$ cat config.mk
export PLATFORM = sky130hd
export DESIGN_NAME = modular_multiply
export DESIGN_NICKNAME = d
export VERILOG_FILES = /design/src/design/mm_pkg.sv /design/src/design/mm_ctrl.sv /design/src/design/mm_datapath.sv /design/src/design/modular_multiply.sv
export SDC_FILE = /design/constraint.sdc
export NUM_CORES = 1
export LEC_CHECK = 0
export BUFFER_PORTS_ARGS = -buffer_cell sky130_fd_sc_hd__buf_4
export CAP_MARGIN = 5
export CORE_MARGIN = 10
export CORE_UTILIZATION = 40
export CTS_CLUSTER_SIZE = 24
export DETAILED_ROUTE_END_ITERATION = 16
export GPL_ROUTABILITY_DRIVEN = 1
export MAX_ROUTING_LAYER = met4
export SLEW_MARGIN = 0
export SYNTH_ARGS = -nofsm -noshare
export SYNTH_HDL_FRONTEND = slang
export SYNTH_SLANG_ARGS = --single-unit
$ cat constraint.sdc
create_clock -name clk_i -period 9.53 [get_ports clk_i]
set_input_delay 0 -clock clk_i [delete_from_list [all_inputs] [get_ports clk_i]]
set_output_delay 0 -clock clk_i [all_outputs]
set_load 0.005 [all_outputs]
$ cat src/design/mm_pkg.sv
// ----------------------------------------------------------------------------
// mm_pkg
// Shared types and constants of the modular multiply block.
// ----------------------------------------------------------------------------
package mm_pkg;

  // Field width on the ports and working width of the arithmetic.
  localparam int unsigned FIELD_W       = 64;
  localparam int unsigned OPERAND_WIDTH = 64;
  localparam int unsigned CNT_W         = $clog2(2 * OPERAND_WIDTH);

  typedef struct packed {
    logic [FIELD_W-1:0] multiplicand;
    logic [FIELD_W-1:0] multiplier;
    logic [FIELD_W-1:0] modulus;
  } req_t;

  typedef struct packed {
    logic [FIELD_W-1:0] remainder;
    logic               zero_modulus;
  } rsp_t;

  // Controller to datapath.
  typedef struct packed {
    logic load;
    logic mul_step;
    logic red_step;
  } cmd_t;

  // Datapath to controller.
  typedef struct packed {
    logic zero_mod;
  } status_t;

  typedef enum logic [3:0] {
    ST_IDLE = 4'b0001,
    ST_MUL  = 4'b0010,
    ST_RED  = 4'b0100,
    ST_DONE = 4'b1000
  } state_e;

endpackage

$ cat src/design/mm_ctrl.sv
// ----------------------------------------------------------------------------
// mm_ctrl
// Sequencer: multiply phase, reduction phase, one-cycle result strobe.
// ----------------------------------------------------------------------------
module mm_ctrl (
  input  logic              clk_i,
  input  logic              rst_ni,
  input  logic              start_i,
  input  mm_pkg::status_t   status_i,
  output mm_pkg::cmd_t      cmd_o,
  output logic              busy_o,
  output logic              done_o
);

  mm_pkg::state_e state_q, state_d;
  logic [mm_pkg::CNT_W-1:0] cnt_q, cnt_d;
  logic accept;

  localparam logic [mm_pkg::CNT_W-1:0] MulLast = mm_pkg::CNT_W'(mm_pkg::OPERAND_WIDTH - 1);
  localparam logic [mm_pkg::CNT_W-1:0] RedLast =
    mm_pkg::CNT_W'(2 * mm_pkg::OPERAND_WIDTH - 1);

  assign busy_o = (state_q == mm_pkg::ST_MUL) || (state_q == mm_pkg::ST_RED);
  assign done_o = (state_q == mm_pkg::ST_DONE);
  assign accept = start_i && !busy_o;

  always_comb begin
    state_d        = state_q;
    cnt_d          = cnt_q;
    cmd_o.load     = 1'b0;
    cmd_o.mul_step = 1'b0;
    cmd_o.red_step = 1'b0;
    case (state_q)
      mm_pkg::ST_IDLE, mm_pkg::ST_DONE: begin
        if (accept) begin
          cmd_o.load = 1'b1;
          cnt_d      = '0;
          // zero modulus skips both phases
          state_d    = status_i.zero_mod ? mm_pkg::ST_DONE : mm_pkg::ST_MUL;
        end else begin
          state_d = mm_pkg::ST_IDLE;
        end
      end
      mm_pkg::ST_MUL: begin
        cmd_o.mul_step = 1'b1;
        if (cnt_q == MulLast) begin
          cnt_d   = '0;
          state_d = mm_pkg::ST_RED;
        end else begin
          cnt_d = cnt_q + 1'b1;
        end
      end
      mm_pkg::ST_RED: begin
        cmd_o.red_step = 1'b1;
        if (cnt_q == RedLast) begin
          cnt_d   = '0;
          state_d = mm_pkg::ST_DONE;
        end else begin
          cnt_d = cnt_q + 1'b1;
        end
      end
      default: begin
        state_d = mm_pkg::ST_IDLE;
        cnt_d   = '0;
      end
    endcase
  end

  always_ff @(posedge clk_i or negedge rst_ni) begin
    if (!rst_ni) begin
      state_q <= mm_pkg::ST_IDLE;
      cnt_q   <= '0;
    end else begin
      state_q <= state_d;
      cnt_q   <= cnt_d;
    end
  end

endmodule

$ cat src/design/mm_datapath.sv
// ----------------------------------------------------------------------------
// mm_datapath
// Operand registers, product shift register, remainder register and one
// shared adder used by both the shift-add multiply and the reduction.
// ----------------------------------------------------------------------------
module mm_datapath (
  input  logic            clk_i,
  input  mm_pkg::req_t    req_i,
  input  mm_pkg::cmd_t    cmd_i,
  output mm_pkg::status_t status_o,
  output mm_pkg::rsp_t    rsp_o
);

  localparam int unsigned W = mm_pkg::OPERAND_WIDTH;

  logic [W-1:0]   a_q;
  logic [W-1:0]   m_q;
  logic [W-1:0]   r_q;
  logic [2*W-1:0] prod_q;
  logic           zero_q;

  logic [W+1:0] op_a, op_b, sum;
  logic         cin;

  assign status_o.zero_mod = (req_i.modulus[W-1:0] == '0);

  // Multiply: high half plus multiplicand when the low bit is set.
  // Reduce: {r, next product bit} minus modulus; sign bit flags a borrow.
  always_comb begin
    if (cmd_i.red_step) begin
      op_a = {1'b0, r_q, prod_q[2*W-1]};
      op_b = ~{2'b00, m_q};
      cin  = 1'b1;
    end else begin
      op_a = {2'b00, prod_q[2*W-1:W]};
      op_b = prod_q[0] ? {2'b00, a_q} : '0;
      cin  = 1'b0;
    end
  end

  assign sum = op_a + op_b + (W+2)'(cin);

  always_ff @(posedge clk_i) begin
    if (cmd_i.load) begin
      a_q    <= req_i.multiplicand[W-1:0];
      m_q    <= req_i.modulus[W-1:0];
      prod_q <= {{W{1'b0}}, req_i.multiplier[W-1:0]};
      r_q    <= '0;
      zero_q <= status_o.zero_mod;
    end else if (cmd_i.mul_step) begin
      prod_q <= {sum[W:0], prod_q[W-1:1]};
    end else if (cmd_i.red_step) begin
      prod_q <= {prod_q[2*W-2:0], 1'b0};
      // keep the shifted value on borrow, else take the difference
      r_q    <= sum[W+1] ? op_a[W-1:0] : sum[W-1:0];
    end
  end

  assign rsp_o.remainder    = mm_pkg::FIELD_W'(r_q);
  assign rsp_o.zero_modulus = zero_q;

endmodule

$ cat src/design/modular_multiply.sv
// ----------------------------------------------------------------------------
// modular_multiply
// Exact (multiplicand * multiplier) mod modulus with a controller and a
// shared-adder datapath.
//
//   beat      dir  handshake          payload
//   request   in   start_i / busy_o   req_i  (mm_pkg::req_t)
//   response  out  done_o             rsp_o  (mm_pkg::rsp_t)
//
// A request is taken when start_i is high and busy_o is low. The result
// shows on rsp_o for one cycle with done_o, after 64 shift-add steps
// and then 128 reduction steps through the one adder; a zero modulus
// strobes in the next cycle. A new request may be taken in the strobe
// cycle. The receiver cannot stall. Reset idles the controller.
// ----------------------------------------------------------------------------
module modular_multiply (
  input  logic         clk_i,
  input  logic         rst_ni,
  input  logic         start_i,
  input  mm_pkg::req_t req_i,
  output logic         busy_o,
  output logic         done_o,
  output mm_pkg::rsp_t rsp_o
);

  mm_pkg::cmd_t    cmd;
  mm_pkg::status_t status;

  mm_ctrl u_ctrl (
    .clk_i    (clk_i),
    .rst_ni   (rst_ni),
    .start_i  (start_i),
    .status_i (status),
    .cmd_o    (cmd),
    .busy_o   (busy_o),
    .done_o   (done_o)
  );

  mm_datapath u_datapath (
    .clk_i    (clk_i),
    .req_i    (req_i),
    .cmd_i    (cmd),
    .status_o (status),
    .rsp_o    (rsp_o)
  );

endmodule

After elaboration in Yosys (flattened, before gate mapping)

Cells that the tools add are included.
Widths: inputs -> output; s select.

Equality and inequality tests: 9
Bitwise operators: 2
Add/subtract/negate cells: 3
Multiplexer cells: 21
Reduce and logical (&&, ||, !) cells: 9

Operators with widths:

| kind                | count |
|---|---|
| $mux 128            | 2 |
| $mux 64             | 3 |
| $add 65x66->66      | 1 |
| $add 66x1->66       | 1 |
| $mux 66             | 1 |
| $not 64->66         | 1 |
| $mux 65             | 1 |
| $logic_not 64->1    | 1 |
| $mux 7              | 3 |
| $pmux 7 s3          | 1 |
| $mux 4              | 4 |
| $pmux 4 s3          | 1 |
| $add 7x1->7 const B | 1 |
| $eq 7x6->1 const B  | 1 |
| $eq 7x7->1 const B  | 1 |
| $mux 1              | 5 |
| $eq 4x1->1 const B  | 1 |
| $eq 4x2->1 const B  | 1 |
| $eq 4x3->1 const B  | 1 |
| $eq 4x4->1 const B  | 1 |
| $ne 2x2->1 const B  | 2 |
| $reduce_and 2->1    | 2 |
| $reduce_bool 3->1   | 1 |
| $ne 2x1->1 const B  | 1 |
| other kinds (6)     | 6 |

Logic and storage cells: 52
Input port bits: 195
Register bits: 332
Output and inout bits: 67

Logic depth before layout (Yosys ltp)

Gate-level depths: netlist of run 1.

Depth after elaboration: 7
Depth in mapped cells: 22
Gate-level depth less buffers: 17

Modules after synthesis

From an unflattened synthesis of run 1, not the netlist that was laid out.

Cells, all modules: 1993
Area, all modules: 18651.6 um2

By module, submodules not included:

| module      | cells each | area an instance (um2) | sequential area each (um2) | instances |
|---|---|---|---|---|
| mm_datapath | 1918       | 17981.0                | 8358.0                     | 1 |
| mm_ctrl     | 75         | 670.6                  | 276.5                      | 1 |

Worst setup path after synthesis of run 1

OpenSTA, ideal clock, no wires.

Kind: flip-flop to flip-flop
Start: reg u_ctrl.state_q[0]
End: reg u_datapath.a_q[0], enable pin
Library setup time: 0.544 ns
Path buffers: 2
Clock period less this slack: 5.601 ns
Cell stages (with the launch flop): 7
Data required time: 8.986 ns
Data arrival time: 5.057 ns
Slack: 3.929 ns
Cell sequence: dfstp_2 -> xnor2_1 -> nor3_1 -> nand2_1 -> inv_2 -> clkbuf_1 -> clkbuf_1

RTL lines:

| item                   | line              | text |
|---|---|---|
| start, declared        | mm_ctrl.sv:15     | `mm_pkg::state_e state_q, state_d;` |
| start signal, assigned | mm_ctrl.sv:71     | `state_q <= mm_pkg::ST_IDLE;` |
| start signal, assigned | mm_ctrl.sv:74     | `state_q <= state_d;` |
| end signal, assigned   | mm_datapath.sv:45 | `a_q <= req_i.multiplicand[W-1:0];` |
| end, declared          | mm_datapath.sv:16 | `logic [W-1:0] a_q;` |

Final worst setup path of run 1

Start: reg u_ctrl.state_q[0]
End: reg u_datapath.r_q[59]

Word-level cells in the longest chain between the ends: 6
Elaborated cells on any way between the ends: 20
Classes of those cells: 2 x add/sub; 4 x eq/ne; 8 x mux; 1 x bitwise; 5 x reduce/logical

RTL lines:

| item                                                       | line                             | text |
|---|---|---|
| $eq 4x3->1 / $eq 4x2->1 (equally long branches)            | mm_ctrl.sv:23, mm_ctrl.sv:33     |  |
| $mux 1 / $logic_or 1x1->1 (equally long branches)          | mm_ctrl.sv:33, mm_ctrl.sv:23     |  |
| $mux 65, or another cell as far along                      | mm_datapath.sv:30                | `if (cmd_i.red_step) begin` |
| $add 65x66->66 / $logic_and 1x1->1 (equally long branches) | mm_datapath.sv:41, mm_ctrl.sv:25 |  |
| $add 66x1->66 / $mux 1 (equally long branches)             | mm_datapath.sv:41, mm_ctrl.sv:35 |  |
| $mux 64 / $mux 1 (equally long branches)                   | mm_datapath.sv:55, mm_ctrl.sv:33 |  |
| end signal, assigned                                       | mm_datapath.sv:55                | `r_q <= sum[W+1] ? op_a[W-1:0] : sum[W-1:0];` |
| end, declared                                              | mm_datapath.sv:18                | `logic [W-1:0] r_q;` |

Parallel ways exist; a longest one is shown, timed or not.
A chain may end at the register's enable or synchronous reset.

==> metrics.md, run 1 <==
| Metric | Value |
|---|---|
| Terminus of the critical flop-to-flop path | `u_datapath.r_q[59]$_SDFFE_PP0P_` |
| Fin nets | `2699` |
| CP Capture Type | `flop` |
| Post-Layout Cell Count | `3072` |
| Num ports | `approximately 260` |
| Hold Crit Start | `req_i[176]` |
| Worst clock skew | `0.01865 ns` |
| Power per Cell Area | `258.5 nW/µm²` |
| Final setup TNS | `0 ns` |
| Rel. slew slack | `21.43%` |
| Worst-margin pin slew | `1.168 ns` |
| Detail Route Antenna Nets | `0` |
| Total vias in the final route | `16990` |
| Sequential fraction of the synthesis area | `a little under half` |
| Synthesized flop and latch total | `332` |
| Final WL | `58560 µm` |
| Post-cts resize count | `0` |
| Clock Tree Buf Depth | `3` |
| Die Span X | `approximately 230 µm` |
| WL met2 | `26810 µm` |
| Vias in the first global route | `16780` |
| Drt pass-1 iters | `5` |
| Die area | `54880 µm²` |
| H-Tree Depth | `2` |
| Post-synth EDFFs | `193` |
| Die Height | `approximately 230 µm` |
| Initial antenna violation count | `0` |
| Finish-stage setup viols | `0` |
| Rows | `just under 80` |
| Yosys warns | `0` |
| RSZ-0062 raised after global routing | `false` |
| Most frequent cells in the layout | `nand2_1 (442), buf_4 (277), dlygate4sd3_1 (196)` |
| GRT Total Usage | `21.46%` |
| Initial core utilization | `40.47%` |
| Data arrival, critical path | `6.52 ns` |
| Library cells used by synthesis | `73` |
| Highest routed layer | `met4` |
| Main synth FF type | `edfxtp_1` |
| Max-slew violations | `0` |
| GP Congestion | `0.9449` |
| CTS tree | `built` |
| Worst Hold Class | `in -> reg` |
| R2r setup slk | `3.48 ns` |
| Hold EP | `u_datapath.a_q[48]$_DFFE_PP_` |
| Grt total ovfl | `0` |
| Final worst-path cycle share | `63.48%` |
| Pin count of the biggest net entering global routing | `96` |
| Fmax | `165.3 MHz` |
| Max-cap violations | `0` |
| CTS Root Cell | `clkbuf_16` |
| Asr flop ratio synth | `~3.3%` |
| Num CTS Buffers | `41` |
| DRC | `0` |
| Clock sink count | `332` |
| M1 wire length | `26450 µm` |
| Status | `complete, no violations` |
| Syn_area_per_cell | `8.842 µm²` |
| Core area | `45380 µm²` |
| Layout area overhead | `29.86%` |
| Synthesized instance count | `2077` |
| Port Buffers | `between 200 and 300` |
| Initial DRC count | `~1700` |
| Clock latency on the worst-skew pair | `0.56 ns` |
| Hold path depth | `2` |
| Syn_nets | `2338` |
| Post-CTS Setup Bufs | `0` |
| Commonest non-fill, non-tap cell in the layout | `nand2_1` |
| WL met3 | `4008 µm` |
| First-pass GRT wire length | `between 90000 and 100000 µm` |
| CP Launch Type | `flop` |
| Layout cells sized above 1 | `14.73%` |
| Worst path required time | `10.00 ns` |
| RR Startpoint | `u_ctrl.state_q[0]$_DFFE_PN1P_` |
| Setup CP Type | `reg -> reg` |
| Clock slew at reported path FFs | `around 0.06 ns` |
| Cell Count Post-Placement | `2799` |
| Worst vdd ir | `0.1450 mV` |
| Synth Cell Area | `roughly 18000 µm²` |
| DR WL/cell | `19.06 µm` |
| Worst Reg-to-Reg Cells | `16` |
| Vias per cell | `approximately 5.5` |
| Fill count | `between 4000 and 5000` |
| LEAKAGE | `10.09 nW` |
| HPWL after DPL | `40120 µm` |
| Final min period | `6.050 ns` |
| Final hold violations | `0` |
| CP Max Fanout | `81` |
## power breakdown
part / leakage [nW] / switching (mW) / total (mW) / internal (mW)
Sequential: 3.00 / 0.178 / 2.21 / 2.03
Combinational: 6.43 / 1.55 / 2.44 / 0.890
Clock: 0.656 / 0.630 / 1.52 / 0.886
## per-stage QoR
step	hold WS, ns	cell area (µm²)	power (mW)	utilization (%)	worst slack (ns)
global route	0.1419	23850	6.591	52.54	3.064
floorplan	-0.2956	18360	3.954	-	3.929
detailed placement	-0.1552	20570	4.577	45.33	3.564
CTS	0.1206	23850	6.191	52.54	3.566
finish	0.1502	23850	6.165	52.55	3.480
global placement	-0.1600	20570	4.544	45.33	3.636
## sequential cells by signal (all words and copies together), names as in the netlist
register / cells
u_datapath.r_q: 64
u_ctrl.cnt_q: 7
u_datapath.zero_q: 1
u_datapath.a_q: 64
u_datapath.m_q: 64
u_datapath.prod_q: 128
u_ctrl.state_q: 4
## critical path: stages (launching register included)
cell and delay (ns):
dfstp_2 0.61, or4b_4 0.68, buf_4 0.70, o21ai_0 0.22
ha_1 0.46, nand2_1 0.17, or4_1 0.57, nor3_1 0.23
nand2_1 0.11, a21oi_1 0.13, a211oi_1 0.08, and3_1 0.28
nor2_4 0.52, buf_4 0.59, nand3_1 0.13, mux2_2 0.29
o211ai_1 0.08
## kinds of logic after synthesis
logic type	synth area share, %
simple gates	19.42
fa+ha+maj	4.538
flops	47.02
xor+xnor	2.957
buf+inv	3.795
compound gates	19.48
mux	2.787
## cells in the mapped netlist (all sizes together) (3+ instances only)
library cell,count,area [µm²]
a311oi,42,367.9
or3,3,18.77
or4b,3,30.03
nor4b,4,50.05
o21ai,149,757.0
clkbuf,113,424.2
and3,12,75.07
buf,42,227.7
o21a,5,37.54
xnor2,42,367.9
ha,65,813.3
dfrtp,10,250.2
a21o,51,382.9
xor2,20,175.2
a31oi,74,462.9
o211ai,9,67.56
nor3,17,85.08
and2,4,25.02
nor2,196,743.2
a221o,4,40.04
dfxtp,128,2562
a221oi,6,58.80
a211oi,41,312.8
inv,12,45.04
mux2i,50,500.5
nand2b,6,37.54
nand3,91,455.4
nor4,19,118.9
nand2,443,1663
o21bai,10,75.07
a22oi,9,67.56
a21boi,4,30.03
nor2b,5,31.28
a31o,3,26.28
and4,5,43.79
a21oi,128,640.6
edfxtp,193,5796
nand4,22,137.6
o31ai,8,60.06
## layout make-up
cell class | instances | area, µm² | share of cell area [%]
Inverter | 12 | 52.55 | 0.2204
Clock inverter | 23 | 158.9 | 0.6663
Multi-Input combinational cell | 1578 | 9054 | 37.96
Timing Repair Buffer | 473 | 4041 | 16.95
Clock buffer | 53 | 1154 | 4.837
Sequential cell | 332 | 8635 | 36.21
Antenna cell | 1 | 2.502 | 0.01049
Tap cell | 600 | 750.7 | 3.148
## worst max path at each step
stage	cells after the start	end	startpoint
finish	16	u_datapath.r_q[59]$_SDFFE_PP0P_	u_ctrl.state_q[0]$_DFFE_PN1P_
global route	16	u_datapath.r_q[59]$_SDFFE_PP0P_	u_ctrl.state_q[0]$_DFFE_PN1P_
CTS	16	u_datapath.r_q[59]$_SDFFE_PP0P_	u_ctrl.state_q[0]$_DFFE_PN1P_
detailed placement	16	u_datapath.r_q[59]$_SDFFE_PP0P_	u_ctrl.state_q[0]$_DFFE_PN1P_
global placement	16	u_datapath.r_q[59]$_SDFFE_PP0P_	u_ctrl.state_q[0]$_DFFE_PN1P_
floorplan	6	u_datapath.a_q[0]$_DFFE_PP_	u_ctrl.state_q[0]$_DFFE_PN1P_
## layer usage
| metal | vias up | GRT usage, % |
|---|---|---|
| met5 | - | - |
| met4 | 0 | 5.503 |
| met3 | 79 | 4.000 |
| met2 | 543 | 33.19 |
| met1 | 8098 | 28.50 |
| li1 | 8274 | - |
## repair_timing
| action | 4_1_cts | 5_1_grt |
|---|---|---|
| hold buffers | 196 | 0 |
| hold endpoints to repair | 249 | 0 |
| endpoints found under the setup margin | 0 | 0 |
Note: power is estimated with default switching activity, not from simulation.
==> run 2: changes to the inputs <==
clock period = 6.35 ns   (was 9.53 ns; I/O delays follow)
==> run 2 against run 1 <==
Net effect: wire length about the same; non-clock buffer count increased by 1; first-iteration DRC count decreased by 11%; total power is 49% higher; critical endpoint is now u_datapath.prod_q[125]$_SDFFE_PP0N_.
==> metrics.md, run 2 (same netlist as run 1, synthesis figures left out) <==
| Metric | Value |
|---|---|
| Status | `complete, no violations` |
| CTS Hold Buffers Added | `196 (unchanged)` |
| Worst vdd ir | `0.2523 mV (+74%)` |
| DR WL/cell | `19.09 µm (+0.13%)` |
| Launch point of the worst path | `u_ctrl.state_q[1]$_DFFE_PN0P_` |
| Post-CTS Setup Bufs | `0 (unchanged)` |
| Final setup TNS | `0 ns (unchanged)` |
| Clock latency on the worst-skew pair | `0.57 ns (about the same)` |
| RR Startpoint | `u_ctrl.state_q[1]$_DFFE_PN0P_` |
| HPWL after DPL | `40210 µm (+0.21%)` |
| Worst setup endpoint | `u_datapath.prod_q[125]$_SDFFE_PP0N_` |
| RSZ-0062 raised after global routing | `false` |
| H-Tree Depth | `2 (unchanged)` |
| Setup CP Type | `reg -> reg` |
| Final worst-path cycle share | `85.82% (+22 points)` |
| Largest register by flop count | `u_datapath.prod_q` |
| Worst Reg-to-Reg Cells | `17 (+1)` |
| Max-cap violations | `0 (unchanged)` |
| Final core utilization | `52.54% (about the same)` |
| Final hold violations | `0 (unchanged)` |
| Fmax | `183.5 MHz (+11%)` |
| Num ports | `262 (unchanged)` |
| DRC | `0 (unchanged)` |
| LEAKAGE | `10.06 nW (-0.25%)` |
| Worst Hold Class | `in -> reg` |
| Worst-margin pin slew | `1.125 ns (-0.04293 ns)` |
| Overall power | `9.190 mW (+49%)` |
| R2r setup slk | `0.90 ns (-2.58 ns)` |
| Die area | `54880 µm² (unchanged)` |
| CTS tree | `built` |
| Largest register FFs | `128 (unchanged)` |
| Rel. slew slack | `25.01% (+3.6 points)` |
| Layout area overhead | `29.84% (about the same)` |
| Num CTS Buffers | `39 (-4.9%)` |
| Most frequent cells in the layout | `nand2_1 (442), buf_4 (273), dlygate4sd3_1 (196)` |
| Vias in the first global route | `16410 (-2.2%)` |
| Grt total ovfl | `0 (unchanged)` |
| Total vias in the final route | `16880 (-0.65%)` |
| Die Height | `234.3 µm (unchanged)` |
| Max-slew violations | `0 (unchanged)` |
| GP Congestion | `0.9189 (-2.8%)` |
| Data arrival, critical path | `5.91 ns (-0.61 ns)` |
| Power per Cell Area | `385.4 nW/µm² (+49%)` |
| First-pass GRT wire length | `91740 µm (-0.96%)` |
| Die Span X | `234.3 µm (unchanged)` |
| Initial core utilization | `40.47% (unchanged)` |
| Clock sink count | `332 (unchanged)` |
| CP Capture Type | `flop` |
| CTS Root Cell | `clkbuf_16` |
| Vias per cell | `5.499 (-0.59%)` |
| Hold Slack | `0.1551 ns (+0.004903 ns)` |
| Setup WS post-layout | `0.9006 ns (-2.579 ns)` |
| Fin nets | `2698 (-0.037%)` |
| Layout cells sized above 1 | `14.19% (-0.54 points)` |
| CP Launch Type | `flop` |
| Worst clock skew | `0.02401 ns (+0.005363 ns)` |
| Clock slew at reported path FFs | `0.06 ns (about the same)` |
| Core area | `45380 µm² (unchanged)` |
| Post-cts resize count | `0 (unchanged)` |
| GRT Total Usage | `21.35% (-0.11 points)` |
| Dpl ws | `1.020 ns (-2.544 ns)` |
| Clock Tree Buf Depth | `3 (unchanged)` |
| Initial DRC count | `1489 (-11%)` |
| Drt pass-1 iters | `5 (unchanged)` |
| Worst path required time | `6.81 ns (-3.19 ns)` |
| Port Buffers | `261 (unchanged)` |
| CP Max Fanout | `33 (-59%)` |
| Detail Route Antenna Nets | `0 (unchanged)` |
| Pin count of the biggest net entering global routing | `147 (+53%)` |
| Initial antenna violation count | `0 (unchanged)` |
| Finish-stage setup viols | `0 (unchanged)` |
| Final min period | `5.449 ns (-0.6007 ns)` |
| Final WL | `58600 µm (about the same)` |
| Rows | `78 (unchanged)` |
| Commonest non-fill, non-tap cell in the layout | `nand2_1` |
| Terminus of the critical flop-to-flop path | `u_datapath.prod_q[125]$_SDFFE_PP0N_` |
-- run 2: layout make-up --
class / instances / area [µm²]
Multi-Input combinational cell: 1578 / 9054
Fill cell: 4119 / 21540
Inverter: 12 / 52.55
Antenna cell: 3 / 7.507
Sequential cell: 332 / 8635
Clock inverter: 14 / 117.6
Tap cell: 600 / 750.7
Clock buffer: 57 / 1116
Timing Repair Buffer: 474 / 4111
-- run 2: worst min-delay path by stage --
stage	from	endpoint	slack, ns	cells past startpoint
after floorplan	rst_ni	u_ctrl.cnt_q[0]$_DFFE_PN0P_	-0.30	0
after global placement	rst_ni	u_ctrl.cnt_q[1]$_DFFE_PN0P_	-0.16	1
after detailed placement	rst_ni	u_ctrl.cnt_q[1]$_DFFE_PN0P_	-0.16	1
after CTS	req_i[165]	u_datapath.a_q[37]$_DFFE_PP_	0.13	2
after global routing	req_i[160]	u_datapath.a_q[32]$_DFFE_PP_	0.15	2
final	req_i[158]	u_datapath.a_q[30]$_DFFE_PP_	0.16	2
-- run 2: per-stage QoR --
stage / cell area [µm²] / cells
floorplan: 18360 / 2077
global placement: 20640 / 2800
detailed placement: 20640 / 2800
CTS: 23840 / 3067
global route: 23840 / 3067
finish: 23840 / 3070
-- run 2: per-layer routing --
layer  GRT usage, %  vias up  share of wire (%)
met3          3.396       80                6.7
met2          32.77      557                 45
li1               -     8282                  -
met1          28.61     7964                 46
met5              -        -                  0
met4          6.269        0                2.2
-- run 2: critical path, stage by stage (launching register included) --
cell	delay, ns
dfrtp_1	0.46
or4b_4	0.77
nand3_1	0.16
o21ai_0	0.10
ha_1	0.35
a21o_1	0.19
fa_1	0.41
a21o_1	0.21
a221oi_1	0.58
o211ai_1	0.27
a31oi_1	0.33
o31ai_1	0.16
a21oi_1	0.40
o31a_1	0.27
o21a_1	0.16
xnor2_1	0.15
nor2_1	0.06
a311oi_1	0.30
-- run 2: power by group --
| group | total [mW] | switching, mW | internal (mW) |
|---|---|---|---|
| Combinational | 3.66 | 2.32 | 1.34 |
| Sequential | 3.33 | 0.282 | 3.05 |
| Clock | 2.20 | 0.899 | 1.30 |
